**src/sv/qte_pkg.sv**
```systemverilog
package qte_pkg;

  localparam int DATA_WIDTH    = 16;
  localparam int CORDIC_STAGES = 16;
  localparam int NORM_TOP      = 13;
  localparam int SC_W          = 15;   // scaled component, magnitude below 2^14
  localparam int PR_W          = 30;   // product of two scaled components
  localparam int MW            = 33;   // matrix entries and norm
  localparam int XW            = 36;   // CORDIC x/y datapath
  localparam int ZW            = 34;   // angle accumulator, 2^32 units per turn
  localparam int ANGLE_W       = 16;
  localparam int ANGLE_MAX     = 25736;
  localparam logic [63:0] TWO_PI_Q29 = 64'd3373259426;
  localparam logic signed [ZW-1:0] QUARTER_TURN = ZW'(64'sd1073741824);
  localparam logic signed [ZW-1:0] HALF_TURN    = ZW'(64'sd2147483648);

  typedef enum logic {
    SEQ_ZYX = 1'b0,
    SEQ_ZYZ = 1'b1
  } seq_t;

  typedef struct packed {
    logic signed [DATA_WIDTH-1:0] quat_w;
    logic signed [DATA_WIDTH-1:0] quat_x;
    logic signed [DATA_WIDTH-1:0] quat_y;
    logic signed [DATA_WIDTH-1:0] quat_z;
  } quat_t;

  typedef struct packed {
    logic signed [ANGLE_W-1:0] angle_first;
    logic signed [ANGLE_W-1:0] angle_second;
    logic signed [ANGLE_W-1:0] angle_third;
    logic                      degenerate;
    logic                      zero_input;
  } euler_t;

  typedef struct packed {
    seq_t mode;
    logic zero;
    logic degen;
  } flags_t;

  typedef struct packed {
    flags_t              flags;
    logic signed [MW-1:0] y1;
    logic signed [MW-1:0] x1;
    logic signed [MW-1:0] oth2;
    logic signed [MW-1:0] y3;
    logic signed [MW-1:0] x3;
  } front_t;

  function automatic logic signed [ZW-1:0] atan_unit(input int i);
    logic [31:0] v;
    case (i)
      0: v = 32'd536870912;
      1: v = 32'd316933406;
      2: v = 32'd167458907;
      3: v = 32'd85004756;
      4: v = 32'd42667331;
      5: v = 32'd21354465;
      6: v = 32'd10679838;
      7: v = 32'd5340245;
      8: v = 32'd2670163;
      9: v = 32'd1335087;
      10: v = 32'd667544;
      11: v = 32'd333772;
      12: v = 32'd166886;
      13: v = 32'd83443;
      14: v = 32'd41722;
      15: v = 32'd20861;
      16: v = 32'd10430;
      17: v = 32'd5215;
      18: v = 32'd2608;
      19: v = 32'd1304;
      20: v = 32'd652;
      21: v = 32'd326;
      22: v = 32'd163;
      23: v = 32'd81;
      24: v = 32'd41;
      25: v = 32'd20;
      26: v = 32'd10;
      27: v = 32'd5;
      28: v = 32'd3;
      29: v = 32'd1;
      30: v = 32'd1;
      default: v = 32'd0;
    endcase
    return signed'({{(ZW-32){1'b0}}, v});
  endfunction

endpackage

```
**src/sv/qte_conv.sv**
```systemverilog
module qte_conv (
  input  logic                          clk,
  input  logic                          rst,
  input  logic                          in_valid,
  input  logic signed [qte_pkg::ZW-1:0] in_z1,
  input  logic signed [qte_pkg::ZW-1:0] in_z2,
  input  logic signed [qte_pkg::ZW-1:0] in_z3,
  input  qte_pkg::flags_t               in_flags,
  output logic                          out_valid,
  output qte_pkg::euler_t               out_euler
);

  localparam int AW = qte_pkg::ANGLE_W;

  logic signed [qte_pkg::ZW-1:0] zin [3];
  logic                          va, vb;
  logic                          nega [3];
  logic [31:0]                   maga [3];
  logic                          negb [3];
  logic [63:0]                   prodb [3];
  qte_pkg::flags_t               fa, fb;
  logic signed [AW-1:0]          ang [3];

  assign zin[0] = in_z1;
  assign zin[1] = in_z2;
  assign zin[2] = in_z3;

  always_ff @(posedge clk) begin
    if (rst) begin
      va <= 1'b0;
      vb <= 1'b0;
      out_valid <= 1'b0;
    end else begin
      va <= in_valid;
      vb <= va;
      out_valid <= vb;
    end
  end

  // The ZYZ second angle is the negated atan2.
  always_ff @(posedge clk) begin
    for (int l = 0; l < 3; l++) begin
      maga[l] <= (zin[l] < 0) ? 32'(-zin[l]) : 32'(zin[l]);
      if (l == 1 && in_flags.mode == qte_pkg::SEQ_ZYZ) begin
        nega[l] <= (zin[l] > 0);
      end else begin
        nega[l] <= (zin[l] < 0);
      end
    end
    fa <= in_flags;
  end

  always_ff @(posedge clk) begin
    for (int l = 0; l < 3; l++) begin
      prodb[l] <= {32'd0, maga[l]} * qte_pkg::TWO_PI_Q29;
      negb[l]  <= nega[l];
    end
    fb <= fa;
  end

  always_comb begin
    logic [63:0] rnd;
    logic [15:0] mg;
    rnd = '0;
    mg  = '0;
    for (int l = 0; l < 3; l++) begin
      rnd = (prodb[l] + (64'd1 << 47)) >> 48;
      if (rnd > 64'(qte_pkg::ANGLE_MAX)) begin
        mg = 16'(qte_pkg::ANGLE_MAX);
      end else begin
        mg = rnd[15:0];
      end
      ang[l] = negb[l] ? -signed'(mg) : signed'(mg);
    end
  end

  always_ff @(posedge clk) begin
    if (fb.zero) begin
      out_euler <= '{angle_first: '0, angle_second: '0, angle_third: '0,
                     degenerate: 1'b0, zero_input: 1'b1};
    end else if (fb.degen) begin
      out_euler <= '{angle_first: '0, angle_second: ang[1], angle_third: '0,
                     degenerate: 1'b1, zero_input: 1'b0};
    end else begin
      out_euler <= '{angle_first: ang[0], angle_second: ang[1], angle_third: ang[2],
                     degenerate: 1'b0, zero_input: 1'b0};
    end
  end

endmodule

```
**config.mk**
```make
export PLATFORM = sky130hd
export DESIGN_NAME = qte_conv
export DESIGN_NICKNAME = d
export VERILOG_FILES = /design/src/sv/qte_pkg.sv /design/src/sv/qte_conv.sv
export SDC_FILE = /design/constraint.sdc
export NUM_CORES = 2
export LEC_CHECK = 0
export ABC_AREA = 1
export BUFFER_PORTS_ARGS = -buffer_cell sky130_fd_sc_hd__buf_2
export CAP_MARGIN = 20
export CELL_PAD_IN_SITES_DETAIL_PLACEMENT = 1
export CELL_PAD_IN_SITES_GLOBAL_PLACEMENT = 1
export CORE_ASPECT_RATIO = 0.75
export CORE_MARGIN = 1
export CORE_UTILIZATION = 52
export CTS_BUF_LIST = sky130_fd_sc_hd__clkbuf_2 sky130_fd_sc_hd__clkbuf_4 sky130_fd_sc_hd__clkbuf_8
export DETAILED_ROUTE_END_ITERATION = 10
export GPL_TIMING_DRIVEN = 0
export PLACE_DENSITY = 0.9
export SYNTH_ARGS = -nofsm -noshare
export SYNTH_HDL_FRONTEND = slang
export SYNTH_SLANG_ARGS = --single-unit
```
**constraint.sdc**
```tcl
create_clock -name clk -period 6.65 [get_ports clk]
set_clock_uncertainty 0.15 [all_clocks]
set_input_delay 0.665 -clock clk [delete_from_list [all_inputs] [get_ports clk]]
set_output_delay 0.665 -clock clk [all_outputs]
set_load 0.05 [all_outputs]
```
==> results of run 1 <==
synth_stat cells (7+ instances only):
| cell | number | area [um2] |
|---|---|---|
| a21oi_1 | 291 | 1460 |
| o21bai_1 | 22 | 165 |
| ha_1 | 1131 | 14200 |
| nand3_2 | 10 | 100 |
| nand2_2 | 21 | 131 |
| a21o_1 | 28 | 210 |
| o21ai_1 | 7 | 35.0 |
| a31oi_1 | 23 | 144 |
| inv_2 | 7 | 26.3 |
| nor3_1 | 66 | 330 |
| nor2_2 | 15 | 93.8 |
| xnor2_1 | 65 | 569 |
| nor2_1 | 439 | 1650 |
| inv_1 | 1872 | 7030 |
| nand4_1 | 49 | 307 |
| dfxtp_1 | 210 | 4200 |
| xor2_1 | 143 | 1250 |
| nand2_1 | 582 | 2180 |
| o21ai_0 | 203 | 1020 |
| fa_1 | 1044 | 20900 |
| nand3_1 | 105 | 526 |
| nor4_1 | 12 | 75.1 |
| a211oi_1 | 7 | 52.6 |
| nand3b_1 | 9 | 67.6 |
| o21a_1 | 29 | 218 |
| o211ai_1 | 12 | 90.1 |
| clkbuf_1 | 14 | 52.6 |
| o31ai_1 | 10 | 75.1 |
| o2111ai_1 | 7 | 61.3 |
per-stage QoR:
| step | TNS, ns | hold slack (ns) | cells |
|---|---|---|---|
| floorplan | 0 | 0.160 | 6505 |
| global placement | -5.41 | 0.161 | 8105 |
| detailed placement | -18.21 | 0.163 | 8106 |
| CTS | -0.0482 | 0.00107 | 8275 |
timing repair:
| action | in CTS |
|---|---|
| hold endpoints to repair | 55 |
| gates resized for setup | 224 |
| hold buffers | 54 |
| buffers inserted | 36 |
| setup endpoints to repair | 50 |
| pin swaps | 9 |
| gates cloned | 0 |
cell families after synthesis:
family / synth area share (%)
AND/OR/NAND/NOR: 9.82
XOR/XNOR: 3.15
adder cells (fa/ha/maj): 60.6
flip-flops: 7.27
AO/OA/AOI/OAI: 6.70
buffers and inverters: 12.4
routing by layer:
layer,GRT overflow,global-route usage [%]
met1,0,65.3
met2,0,79.0
met3,1,60.2
met4,0,62.8
met5,0,49.4
==> flow_summary.json, run 1 <==
{
  "grt_max_degree": 12,
  "io_pins": 159,
  "ys_warn_count": 0,
  "cts_made_buffers": 43,
  "dp_slack_ns": -1.06,
  "cts_sinks": 210,
  "ys.flop_type": "dfxtp_1",
  "dpl.hpwl_mm": 191,
  "haltStage": "global routing",
  "outcome": "did not finish",
  "synth_nets": 8788,
  "dpl_cell_area_mm2": 0.0604,
  "die_h_um": 291,
  "synth_cells": 6505,
  "root_buffer": "clkbuf_8",
  "synth_edf_count": 0,
  "clock_path_buffers": 3,
  "start_util_pct": 52.6,
  "ys_seq_area_share_pct": 7.27,
  "row_count": 105,
  "synthArstFlopShare_pct": 0,
  "avgSynthCellArea_um2": 8.89,
  "h-tree-depth": 2,
  "synth_area_mm2": 0.0578,
  "ys_ff_latch": 210,
  "synth_cell_types": 63,
  "port_buffers": 156,
  "die_width_um": 387,
  "gp_congestion": 1.03,
  "error_line": "[ERROR GRT-0232] Routing congestion too high. Check the congestion heatmap in the GUI.",
  "grt_usage_pct": 67.3,
  "globalRouteOverflowTotal": 1
}
==> run 2: changes to the inputs <==
Settings changed: CELL_PAD_IN_SITES_DETAIL_PLACEMENT 1 to default, CELL_PAD_IN_SITES_GLOBAL_PLACEMENT 1 to default, CORE_ASPECT_RATIO 0.75 to default, CORE_UTILIZATION 52 to 40, CTS_BUF_LIST sky130_fd_sc_hd__clkbuf_2 sky130_fd_sc_hd__clkbuf_4 sky130_fd_sc_hd__clkbuf_8 to default, PLACE_DENSITY 0.9 to default, PLACE_DENSITY_LB_ADDON from default to 0.15.
==> run 2 against run 1 <==
  * The flow now finishes, with violations (DRC)
  * Synthesized cell count unchanged
  * Area after synthesis unchanged
==> flow_summary.json, run 2 <==
{
  "io_pins": 159,
  "globalRouteOverflowTotal": 0,
  "report.final.slew_viol_count": 0,
  "synth_cells": 6505,
  "nNetsFinal": 9031,
  "final_cell_mix": "inv_1, ha_1, fa_1",
  "vias": 42100,
  "clk_pin_slew_ns": 0.06,
  "clock_path_buffers": 3,
  "via_per_inst": 4.85,
  "start_util_pct": 40.3,
  "reg_top3": "maga x96, prodb x51, out_euler x50",
  "crit_arrival_ns": 6.85,
  "wl_mm": 164,
  "fin_area_mm2": 0.0629,
  "top_register": "maga",
  "cts_made_buffers": 31,
  "synth_nets": 8788,
  "synth_edf_count": 0,
  "root_buffer": "clkbuf_16",
  "die_area_mm2": 0.146,
  "dpl_cell_area_mm2": 0.0610,
  "dp.cells": 8564,
  "layout-drive-gt1-share_pct": 7.13,
  "violations": "DRC",
  "core_mm2": 0.143,
  "fin_crit_sh_pct": 97.5,
  "cts_sinks": 210,
  "start_kind": "flop",
  "grt_pass1_wl_mm": 258,
  "fin_cells": 8680,
  "netlist_top_cells_area": "fa_1, ha_1, inv_1",
  "wl_per_cell_um": 18.9,
  "grt_pass1_vias": 44500,
  "grt_usage_pct": 23.0,
  "final_core_util_pct": 43.9,
  "outcome": "complete, but fails checks",
  "largest_reg_flops": 96,
  "ys.flop_type": "dfxtp_1",
  "final_hold_viol_count": 0,
  "final_common_cell": "inv_1",
  "avgSynthCellArea_um2": 8.89,
  "cp.required_ns": 7.02,
  "die_h_um": 382,
  "synth_cell_types": 63,
  "yosysMostFrequentCell": "inv_1",
  "path_max_fanout": 10,
  "fmax_mhz": 154,
  "ys_seq_area_share_pct": 7.27,
  "cp-end-kind": "flop",
  "cts_tree": "yes",
  "die_width_um": 382,
  "gp_congestion": 0.952,
  "h-tree-depth": 1,
  "tns_ns": 0,
  "grt_max_degree": 15,
  "relSlewSlack_pct": 33.1,
  "synth_top_area_cell": "fa_1",
  "worstMarginPinSlew_ns": 1.00,
  "synth_top_area_share_pct": 36.2,
  "drc": 4,
  "port_buffers": 156,
  "synth_area_mm2": 0.0578,
  "setup_viol_count_final": 0,
  "dpl.hpwl_mm": 150,
  "maxCapViolCount": 0,
  "synthArstFlopShare_pct": 0,
  "syn2layout_area_growth_pct": 8.85,
  "drtPass1Iterations": 9,
  "drt_iter0_drc": 2166,
  "setup.worst_path.class": "flop to flop",
  "antenna_left": 0,
  "antenna_found_initial": 18,
  "row_count": 139,
  "hold_class": "input port to flop",
  "clk-insertion-delay-late_ns": 0.65,
  "ys_warn_count": 0,
  "final.min_clock_period_ns": 6.49,
  "ys_ff_latch": 210,
  "yosys-top-cells-count": "inv_1, ha_1, fa_1"
}
==> run 2: cell counts after synthesis <==
No cell type changed its count.
==> run 2: worst paths after layout <==
kind                  startpoint               endpoint  slack (ns)  cells after the start
min reg2reg   nega[0][2]$_DFF_P_     negb[0][2]$_DFF_P_        0.18                      0
max reg2reg  maga[0][50]$_DFF_P_  prodb[0][125]$_DFF_P_        0.16                     16
max          maga[0][50]$_DFF_P_  prodb[0][125]$_DFF_P_        0.16                     16
min                    in_z3[17]    maga[0][81]$_DFF_P_        0.06                      2
==> run 2: cells by family after synthesis <==
logic type,share of synthesized area [%]
buffers and inverters,12.4
xor gates and xnor gates,3.15
DFF,7.27
adders and majority gates,60.6
AOI/OAI and AO/OA,6.70
and+or+nand+nor,9.82
==> run 2: area by class of cell <==
class / count / area, um2
Antenna cell: 5 / 12.5
Buffer: 21 / 108
Clock buffer: 36 / 815
Clock inverter: 21 / 270
Fill cell: 14400 / 80600
Inverter: 1883 / 7140
Multi-Input combinational cell: 4391 / 46600
Sequential cell: 210 / 4430
Tap cell: 1903 / 2380
Timing Repair Buffer: 210 / 1200
==> run 2: metal layers <==
layer	up-vias	share of wire, %	global-route usage (%)
li1	20500	-	-
met2	753	45	36.9
met3	144	5.0	3.50
met4	22	2.1	4.22
met5	-	0.086	0
met1	20700	48	33.0
==> run 2: what timing repair did <==
action / CTS / global route
pin swaps: 0 / 2
gates resized for setup: 77 / 121
setup buffers: 13 / 34
setup endpoints to repair: 39 / 44
hold buffers: 7 / 0
hold endpoints to repair: 9 / 0
==> run 2: worst max-delay path, cell delays in order, from the launching register on <==
cell and delay, ns:
dfxtp_2 0.62, fa_1 0.54, fa_1 0.56, fa_1 0.43
ha_1 0.31, fa_1 0.58, fa_1 0.46, fa_1 0.49
ha_1 0.37, ha_1 0.34, a21oi_1 0.31, o21ai_0 0.20
a21oi_1 0.20, o21ai_0 0.17, a221oi_1 0.28, nand2_1 0.16
xor2_1 0.18
==> run 2: stage by stage <==
step	setup WS [ns]	hold WS (ns)
after floorplan	0.747	0.160
after global placement	-0.504	0.160
after detailed placement	-0.487	0.164
after CTS	0.00153	0.00348
after global routing	-0.0307	0.0324
final	0.163	0.0592
Power of run 2 is left out: the tool's default activity adds up to more than one toggle a clock period on the data nets, which glitch-free logic cannot reach.
